`src/sv/spadd_pkg.sv`:
```
// spadd_pkg: request and response types, function and status codes
// for the sparse polynomial add unit. No dependencies.
`default_nettype none

package spadd_pkg;

	localparam logic [1:0] FUNC_LOAD_FIRST  = 2'd0;
	localparam logic [1:0] FUNC_LOAD_SECOND = 2'd1;
	localparam logic [1:0] FUNC_ADD         = 2'd2;

	localparam logic [1:0] STATUS_TERM  = 2'd0;
	localparam logic [1:0] STATUS_EMPTY = 2'd1;
	localparam logic [1:0] STATUS_FULL  = 2'd2;

	typedef struct packed {
		logic [1:0]         func;
		logic signed [31:0] term_coef;
		logic [15:0]        term_power;
	} req_t;

	typedef struct packed {
		logic signed [31:0] out_coef;
		logic [15:0]        out_power;
		logic               is_last;
		logic [1:0]         status;
	} rsp_t;

endpackage

`default_nettype wire

```
`src/sv/sparse_polynomial_add_unit.sv`:
```
// sparse_polynomial_add_unit: two term buffers merged by descending power
// through one shared adder and power compare. Depends on spadd_pkg.
//
//   channel | signals                       | moves
//   req     | req_valid, req_ready, req     | load or add request (req_t)
//   rsp     | rsp_valid, rsp_ready, rsp     | result term (rsp_t)
//
// a load into a full buffer gives one result. an add emits each term through
// a fetch step, which reads the buffer heads from the term memories, and an
// emit step, which compares powers, adds and registers the term. an add on
// two empty buffers gives one result. reset clears both counts; buffers need
// no clearing. rsp stalls hold the merge in its emit step. req_ready is low
// while an add runs.
`default_nettype none

module sparse_polynomial_add_unit
	import spadd_pkg::*;
#(
	parameter int MAX_TERMS = 32
) (
	input  wire  clk,
	input  wire  arst_n,
	input  wire  req_valid,
	output logic req_ready,
	input  req_t req,
	output logic rsp_valid,
	input  wire  rsp_ready,
	output rsp_t rsp
);

	localparam int IW = (MAX_TERMS > 1) ? $clog2(MAX_TERMS) : 1;
	localparam int CW = $clog2(MAX_TERMS + 1);
	localparam logic [CW-1:0] FULL_CNT = CW'(MAX_TERMS);

	typedef struct packed {
		logic signed [31:0] coef;
		logic [15:0]        power;
	} term_t;

	typedef enum logic [1:0] {
		ST_IDLE,
		ST_FETCH,
		ST_EMIT
	} state_t;

	term_t a_mem [MAX_TERMS];
	term_t b_mem [MAX_TERMS];
	term_t a_rd_q, b_rd_q;

	state_t        state_q;
	logic [CW-1:0] a_cnt_q, b_cnt_q;
	logic [CW-1:0] i_q, j_q;
	logic          rsp_valid_q;
	rsp_t          rsp_q;

	logic          req_acc, slot_free;
	logic          a_wr, b_wr;
	logic          load_drop, add_empty, rsp_set;
	logic          a_has, b_has, take_a, take_b;
	logic [CW-1:0] i_nx, j_nx;
	logic signed [31:0] sum_coef;
	logic [15:0]   sel_power;
	logic          run_done;

	assign slot_free = !rsp_valid_q || rsp_ready;
	assign req_ready = (state_q == ST_IDLE) && slot_free;
	assign req_acc   = req_valid && req_ready;
	assign rsp_valid = rsp_valid_q;
	assign rsp       = rsp_q;

	assign a_wr = req_acc && (req.func == FUNC_LOAD_FIRST) && (a_cnt_q < FULL_CNT);
	assign b_wr = req_acc && (req.func == FUNC_LOAD_SECOND) && (b_cnt_q < FULL_CNT);

	assign load_drop = req_acc && ((req.func == FUNC_LOAD_FIRST) ||
		(req.func == FUNC_LOAD_SECOND)) && !a_wr && !b_wr;
	assign add_empty = req_acc && (req.func == FUNC_ADD) &&
		(a_cnt_q == '0) && (b_cnt_q == '0);
	assign rsp_set   = load_drop || add_empty || ((state_q == ST_EMIT) && slot_free);

	// shared compare and adder
	always_comb begin
		a_has     = i_q < a_cnt_q;
		b_has     = j_q < b_cnt_q;
		take_a    = a_has && (!b_has || (a_rd_q.power >= b_rd_q.power));
		take_b    = b_has && (!a_has || (b_rd_q.power >= a_rd_q.power));
		sum_coef  = (take_a ? a_rd_q.coef : 32'sd0) + (take_b ? b_rd_q.coef : 32'sd0);
		sel_power = take_a ? a_rd_q.power : b_rd_q.power;
		i_nx      = i_q + CW'(take_a);
		j_nx      = j_q + CW'(take_b);
		run_done  = (i_nx >= a_cnt_q) && (j_nx >= b_cnt_q);
	end

	// term memories
	always_ff @(posedge clk) begin
		if (a_wr) begin
			a_mem[a_cnt_q[IW-1:0]] <= '{coef: req.term_coef, power: req.term_power};
		end
		if (b_wr) begin
			b_mem[b_cnt_q[IW-1:0]] <= '{coef: req.term_coef, power: req.term_power};
		end
		if (state_q == ST_FETCH) begin
			if (i_q < a_cnt_q) begin
				a_rd_q <= a_mem[i_q[IW-1:0]];
			end
			if (j_q < b_cnt_q) begin
				b_rd_q <= b_mem[j_q[IW-1:0]];
			end
		end
	end

	always_ff @(posedge clk or negedge arst_n) begin
		if (!arst_n) begin
			state_q     <= ST_IDLE;
			a_cnt_q     <= '0;
			b_cnt_q     <= '0;
			i_q         <= '0;
			j_q         <= '0;
			rsp_valid_q <= 1'b0;
			rsp_q       <= '0;
		end else begin
			if (rsp_set) begin
				rsp_valid_q <= 1'b1;
			end else if (rsp_ready) begin
				rsp_valid_q <= 1'b0;
			end
			case (state_q)
				ST_IDLE: begin
					if (a_wr) begin
						a_cnt_q <= a_cnt_q + 1'b1;
					end
					if (b_wr) begin
						b_cnt_q <= b_cnt_q + 1'b1;
					end
					if (req_acc) begin
						case (req.func)
							FUNC_LOAD_FIRST, FUNC_LOAD_SECOND: begin
								if (!a_wr && !b_wr) begin
									rsp_q <= '{out_coef: 32'sd0, out_power: 16'd0,
										is_last: 1'b1, status: STATUS_FULL};
								end
							end
							FUNC_ADD: begin
								if ((a_cnt_q == '0) && (b_cnt_q == '0)) begin
									rsp_q <= '{out_coef: 32'sd0, out_power: 16'd0,
										is_last: 1'b1, status: STATUS_EMPTY};
								end else begin
									i_q     <= '0;
									j_q     <= '0;
									state_q <= ST_FETCH;
								end
							end
							default: begin
							end
						endcase
					end
				end
				ST_FETCH: begin
					state_q <= ST_EMIT;
				end
				ST_EMIT: begin
					if (slot_free) begin
						rsp_q <= '{out_coef: sum_coef, out_power: sel_power,
							is_last: run_done, status: STATUS_TERM};
						i_q     <= i_nx;
						j_q     <= j_nx;
						state_q <= run_done ? ST_IDLE : ST_FETCH;
					end
				end
				default: begin
					state_q <= ST_IDLE;
				end
			endcase
		end
	end

endmodule

`default_nettype wire
```
`config.mk`:
```
export PLATFORM = sky130hd
export DESIGN_NAME = sparse_polynomial_add_unit
export DESIGN_NICKNAME = d
export VERILOG_FILES = /design/src/sv/spadd_pkg.sv /design/src/sv/sparse_polynomial_add_unit.sv
export SDC_FILE = /design/constraint.sdc
export NUM_CORES = 2
export LEC_CHECK = 0
export BUFFER_PORTS_ARGS = -buffer_cell sky130_fd_sc_hd__buf_4
export CAP_MARGIN = 0
export CORE_UTILIZATION = 50
export DETAILED_ROUTE_END_ITERATION = 8
export PLACE_DENSITY = 0.72
export REMOVE_ABC_BUFFERS = 1
export SETUP_SLACK_MARGIN = 0.4
export SLEW_MARGIN = 20
export SYNTH_ARGS = -nofsm -noshare
export SYNTH_HDL_FRONTEND = slang
export SYNTH_SLANG_ARGS = --single-unit
```
`constraint.sdc`:
```
create_clock -name clk -period 8.74 [get_ports clk]
set_input_delay 1.748 -clock clk [delete_from_list [all_inputs] [get_ports clk]]
set_output_delay 1.748 -clock clk [all_outputs]
set_load 0.005 [all_outputs]
```
# --- After elaboration in Yosys (flattened, before gate mapping) ---
# Memories as Yosys holds them, arrays and structs flattened. A register that Yosys moved wholly into a read port is not among the register bits.
# Cells that the tools add are included.
op_classes:
  n_mux: 28
  n_shift: 0
  n_reduce_logical: 43
  multipliers: 0
  n_bitwise: 0
  n_eq_ne: 11
  addsub: 5
  magnitude_cmp: 8
  n_div: 0
op_table:
  columns: ["op", "count"]
  rows:
  - ["2-to-1 mux 51 bit", 4]
  - ["one-hot mux 51 bit (2 select lines)", 2]
  - ["2-to-1 mux 32 bit", 2]
  - ["adder 32 bit", 1]
  - [">= comparator 16 bit", 2]
  - ["2-to-1 mux 6 bit", 5]
  - ["one-hot mux 6 bit (2 select lines)", 2]
  - ["logical AND 1 bit", 18]
  - ["2-to-1 mux 16 bit", 1]
  - ["adder 6 x 1 -> 6 bit", 2]
  - ["adder 6 x 1 -> 6 bit, second input constant", 2]
  - [">= comparator 6 bit", 2]
  - ["zero test 6 bit", 2]
  - ["less-than comparator 6 bit", 2]
  - ["less-than comparator 6 bit, second input constant", 2]
  - ["2-to-1 mux 2 bit", 4]
  - ["AND reduction 2 bit", 4]
  - ["2-to-1 mux 1 bit", 7]
  - ["logical OR 1 bit", 6]
  - ["!= test 2 bit, second input constant", 3]
  - ["one-hot mux 2 bit (3 select lines)", 1]
  - ["AND reduction 6 bit", 1]
  - ["zero test 1 bit", 5]
  - ["AND reduction 5 bit", 1]
  - ["other kinds (10)", 14]
totals:
  elab_cells: 107
  memories: 2
  output_inout_bits: 53
  rom_bits: 0
  ram_bits: 3072
  in_bits: 54
  reg_bits: 78
  latchBits: 0
mem_list:
  columns: ["memory", "depth", "word_bits", "rd", "rd_clocked_by_memory_dff", "write_ports", "line", "source"]
  rows:
  - ["a_mem", 32, 48, 1, 1, 1, "sparse_polynomial_add_unit.sv:46", "term_t a_mem [MAX_TERMS];"]
  - ["b_mem", 32, 48, 1, 1, 1, "sparse_polynomial_add_unit.sv:47", "term_t b_mem [MAX_TERMS];"]

# --- Depth between registers and ports, before layout ---
depth:
  depth_word: 12
  mapped_depth: 23
  mapped_depth_nobuf: 22

# --- Least setup slack after synthesis ---
# OpenSTA, ideal clock, no wires.
synth_timing:
  path_type: "input to register"
  start: "input rsp_ready"
  end: "memory b_mem[11][0] in the netlist's numbering, enable pin"
  setup_ps: 454
  arrival_time_ps: 5184
  path_buffers: 0
  path_slack_ps: 3102
  stages: 7
  required_ps: 8286
  path_cell_list: "nand2b_1 nor2b_1 nor2b_1 nand3b_1 nor3b_2 nand2_1 nor2_1"
synth_via:
  elab_chain_cells: 7
synth_lines:
  columns: ["element", "line", "source"]
  rows:
  - ["from (decl)", "sparse_polynomial_add_unit.sv:27", "input wire rsp_ready,"]
  - ["logical OR 1 bit", "sparse_polynomial_add_unit.sv:65", "assign slot_free = !rsp_valid_q || rsp_ready;"]
  - ["logical AND 1 bit", "sparse_polynomial_add_unit.sv:66", "assign req_ready = (state_q == ST_IDLE) && slot_free;"]
  - ["net req_ready", "sparse_polynomial_add_unit.sv:24", "output logic req_ready,"]
  - ["logical AND 1 bit", "sparse_polynomial_add_unit.sv:67", "assign req_acc = req_valid && req_ready;"]
  - ["logical AND 1 bit (2 in a row)", "sparse_polynomial_add_unit.sv:72", "assign b_wr = req_acc && (req.func == FUNC_LOAD_SECOND) && (b_cnt_q < FULL_CNT);"]
  - ["2-to-1 mux 1 bit", "sparse_polynomial_add_unit.sv:98", "if (b_wr) begin"]
  - ["2-to-1 mux 1 bit (not written as such)", "sparse_polynomial_add_unit.sv:99", "b_mem[b_cnt_q[IW-1:0]] <= '{coef: req.term_coef, power: req.term_power};"]
  - ["to (decl)", "sparse_polynomial_add_unit.sv:47", null]
# The timed path passes the listed nets, and every way through them passes these cells.

# --- Worst setup path in the final report ---
layout_timing:
  start: "register i_q[1]"
  end: "register rsp_q, in the netlist rsp[50]"
layout_via:
  elab_chain_cells: 8
  elab_cells_between_ends: 10
  cone_classes: "1 x add/sub; 1 x order compare; 4 x mux; 4 x reduce/logical"
layout_lines:
  columns: ["element", "line", "source"]
  rows:
  - ["from (decl)", "sparse_polynomial_add_unit.sv:52", "logic [CW-1:0] i_q, j_q;"]
  - ["from (signal assigned)", "sparse_polynomial_add_unit.sv:164", "i_q <= i_nx;"]
  - ["less-than comparator 6 bit (*)", "sparse_polynomial_add_unit.sv:82", "a_has = i_q < a_cnt_q;"]
  - ["zero test 1 bit", "sparse_polynomial_add_unit.sv:85", "take_b = b_has && (!a_has || (b_rd_q.power >= a_rd_q.power));"]
  - ["logical OR 1 bit", "sparse_polynomial_add_unit.sv:85", null]
  - ["logical AND 1 bit", "sparse_polynomial_add_unit.sv:85", null]
  - ["2-to-1 mux 32 bit", "sparse_polynomial_add_unit.sv:86", "sum_coef = (take_a ? a_rd_q.coef : 32'sd0) + (take_b ? b_rd_q.coef : 32'sd0);"]
  - ["adder 32 bit (*)", "sparse_polynomial_add_unit.sv:86", null]
  - ["2-to-1 mux 51 bit (*)", "sparse_polynomial_add_unit.sv:161", "if (slot_free) begin"]
  - ["one-hot mux 51 bit (2 select lines) (*)", "sparse_polynomial_add_unit.sv:126", "case (state_q)"]
  - ["to (signal assigned)", "sparse_polynomial_add_unit.sv:138", "rsp_q <= '{out_coef: 32'sd0, out_power: 16'd0,"]
  - ["to (signal assigned)", "sparse_polynomial_add_unit.sv:144", "rsp_q <= '{out_coef: 32'sd0, out_power: 16'd0,"]
  - ["to (signal assigned)", "sparse_polynomial_add_unit.sv:162", "rsp_q <= '{out_coef: sum_coef, out_power: sel_power,"]
  - ["to (decl)", "sparse_polynomial_add_unit.sv:54", "rsp_t rsp_q;"]
# Every way passes the cells marked *; elsewhere a longest branch is shown, timed or not. The select of a mux whose other input is x is not followed.
# A chain may end at the register's enable or synchronous reset.

==> results by group <==
Routing
  – Wire length after detailed routing: 342000 um
  – Average wire length per cell after detail routing: 32.1 um
  – DRC Markers: 0
  – Count of antenna-violating nets left after detailed routing: 0
  – Total via count after detailed routing: 68.2k
  – Number of detailed-routing iterations run before antenna repair: 6
  – Vias per cell: 6.39
  – Number of design-rule violations left by the first detailed-router iteration: 8615

Clocking
  – Number of H-tree branching levels: 5
  – Clock latency reported for the late side of the worst-skew pair: 0.97 ns
  – CTS tree: yes
  – Post-CTS repair timing setup buffer count: 0
  – Clock tree buffer depth: 4
  – Root Buffer Master: sky130_fd_sc_hd__clkbuf_16
  – Number of clock sinks seen by CTS: 3246
  – Clock Pin Slew Worst Setup and Hold Paths: 0.06 ns
  – Number of clock buffers inserted by TritonCTS: 337
  – Cts repair resizes: 0
  – CTS Hold Bufs: 0

GRT
  – Grt met2 use: 43.2%
  – Antenna violations before repair: 35
  – Busiest layer in global routing: met2
  – Wire length of the first global-routing pass: 485000 um
  – Pin count of the biggest net entering global routing: 175
  – Vias in the first global route: 67.2k
  – Met1 GRT Util: 35.5%
  – Met3 Usage GRT: 4.32%
  – Overall fraction of global-route tracks in use: 26.5%
  – Grt ovf: 0

Synthesis
  – Sequential share of the synthesized area: 76.3%
  – Number of synthesized flops with an enable pin: 3168
  – Post-Synthesis Cell Area: 127000 um^2
  – Most used flip-flop cell after synthesis: sky130_fd_sc_hd__edfxtp_1
  – Avg Cell Area, Syn: 18.6 um^2
  – Async set or reset register ratio after synthesis: 2.40%
  – Distinct cell type count of the synthesized netlist: 60
  – Ys Warns: 0
  – Post-synthesis sequential element count: 3246
  – Cells after Synth: 6835

Run
  – Max capacitance violation total: 0

Finish
  – Number of nets in the layout: 7196
  – Synth-to-layout area growth: 12.7%
  – Most frequent cells in the layout: 3168 x sky130_fd_sc_hd__edfxtp_1, 593 x sky130_fd_sc_hd__mux2i_1, 483 x sky130_fd_sc_hd__nand2_1
  – Most frequent standard cell in the layout excluding fill and tap cells: sky130_fd_sc_hd__edfxtp_1
  – Final-layout fill cell count: 18.2k
  – Fraction of layout instances using a drive strength above 1: 19.1%
  – Final core utilization: 56.9%

Timing
  – Setup TNS after final layout: 0 ns
  – Final-report setup violation count: 0
  – Final Max Slew Viols: 0
  – Number of hold violations in the final report: 0
  – Crit share post-route: 65.0%
  – Least-Margin Pin Slew: 1.27 ns
  – Final period demand of the worst path: 5.68 ns
  – Slew margin rel.: 15.6%
  – Largest clock skew in the final design: 0.0836 ns
  – Highest attainable clock frequency: 176 MHz
  – Unrepaired setup endpoints after global routing: false

Die
  – I/O pin total: 107
  – Row count: 184
  – Die outline width: 506 um
  – Area enclosed by the die boundary: 256000 um^2
  – Vertical die dimension: 506 um
  – Area inside the core boundary: 252000 um^2
  – Starting Density: 50.5%

Critical path
  – Delay of the slowest cell on the worst path: 0.97 ns
  – Worst Setup Path Type: reg2reg
  – Largest fanout on the critical path: 51
  – Worst path bufs/invs: 1
  – Cells traversed along the worst timing path: ha_1, a2111o_1, a31oi_1, nor2b_1, nor2_1, a31oi_4, nand2_1, inv_1, ha_1, a211oi_1, nor2_1, o211a_4, a221o_1, a31oi_4, o21ai_2, o41ai_4, xnor2_1, a22o_1
  – Kind of cell adding the most delay to the critical path: compound AO/OA/AOI/OAI gates
  – Type of element launching the critical path: register
  – Worst path required time: 9.52 ns
  – Arrival time of data at the critical path endpoint: 6.46 ns
  – Crit. End Element: register
  – Worst-path cell with the longest stage delay: sky130_fd_sc_hd__dfrtp_4
  – Minimum setup slack among reg-to-reg paths: 3.06 ns

Pwr
  – Total power density per cell area: 251 nW/um^2
  – Worst vdd ir: 0.000229 V
  – Leak Pwr: 43.5 nW

Place
  – Final RePlAce weighted congestion: 0.881
  – Hpwl dp: 196000 um
  – Number of port buffers: 106

Outcome
  – Outcome: completed

Hold path
  – Classification of the worst-slack hold path: reg2reg
power by group:
group          leakage, nW  total [W]  internal, W  switching [W]
Combinational         8.81    0.00420      0.00175        0.00245
Sequential            29.5     0.0178       0.0174       0.000464
Clock                 5.17     0.0139      0.00818        0.00576
area by class of cell:
| cell class | instances | area, um^2 | share of cell area (%) |
|---|---|---|---|
| repair buffers | 265 | 2250 | 1.57 |
| multi-input cells | 3171 | 29100 | 20.3 |
| diodes | 11 | 27.5 | 0.0192 |
| well taps | 3348 | 4190 | 2.92 |
| flip-flops and latches | 3246 | 97100 | 67.7 |
| clock buffers | 414 | 8910 | 6.21 |
| clock inverters | 172 | 1690 | 1.18 |
| inverters | 39 | 146 | 0.102 |
per-stage QoR:
step	instances	hold WS, ns	instance area (um^2)	total power (W)	worst slack [ns]
3_5_place_dp	10100	0.527	133000	0.0223	2.74
2_1_floorplan	6456	0.467	126000	0.0233	-15.19
6_report	10700	0.538	143000	0.0360	3.06
5_1_grt	10700	0.573	143000	0.0369	2.65
3_3_place_gp	10100	0.530	133000	0.0223	2.69
4_1_cts	10700	0.541	143000	0.0361	3.01
metal layers:
metal	part of all wire, %	up-vias
li1	-	28200
met1	38	35500
met2	49	3779
met3	9.1	677
met4	4.6	4
met5	0.0079	-
worst min-delay path, cell delays in order, from the launching register on:
cell                      delay, ns
sky130_fd_sc_hd__dfrtp_1       0.38
sky130_fd_sc_hd__nand2_1       0.06
sky130_fd_sc_hd__o21ai_0       0.06
flip-flops by register name, indices dropped and copies added (netlist names):
register,count
a_mem,1536
b_mem,1536
rsp,51
a_rd_q,48
b_rd_q,48
a_cnt_q,6
b_cnt_q,6
i_q,6
j_q,6
state_q,2
rsp_valid,1
logic make-up (layout without fill, tap and decap cells):
group	Yosys count	after routing	share of synthesized area [%]
fa+ha+maj	82	82	0.812
xor+xnor	42	42	0.289
compound gates	1151	1151	5.71
flops	3246	3246	76.3
mux	1169	1169	13.2
other cells	0	11	0
buf+inv	418	890	1.26
simple gates	727	727	2.46
Yosys cell counts (67+ instances only):
cell type                     n  area [um^2]
sky130_fd_sc_hd__o22ai_1     97          607
sky130_fd_sc_hd__o221ai_1   290         2540
sky130_fd_sc_hd__and2_1      67          419
sky130_fd_sc_hd__ha_1        81         1010
sky130_fd_sc_hd__mux4_2     384         8650
sky130_fd_sc_hd__dfrtp_1     78         1950
sky130_fd_sc_hd__nand2_1    485         1820
sky130_fd_sc_hd__clkbuf_1   253          950
sky130_fd_sc_hd__mux2_2     192         2160
sky130_fd_sc_hd__a21oi_1    317         1590
sky130_fd_sc_hd__edfxtp_1  3168        95100
sky130_fd_sc_hd__mux2i_1    593         5940
sky130_fd_sc_hd__buf_1       98          368
sky130_fd_sc_hd__o21ai_0    353         1770
sky130_fd_sc_hd__nor2_1      83          312
path summary, 6_finish.rpt:
check,end,cells after the start,from
worst min-delay path,j_q[5]$_DFFE_PN0P_,2,j_q[5]$_DFFE_PN0P_
worst max register to register,rsp[50]$_DFFE_PN0P_,18,i_q[1]$_DFFE_PN0P_
worst max-delay path,rsp[50]$_DFFE_PN0P_,18,i_q[1]$_DFFE_PN0P_
max in group asynchronous,j_q[1]$_DFFE_PN0P_,2,arst_n
min in group asynchronous,rsp[13]$_DFFE_PN0P_,1,arst_n
worst min register to register,j_q[5]$_DFFE_PN0P_,2,j_q[5]$_DFFE_PN0P_
(Power assumes the default switching activity.)
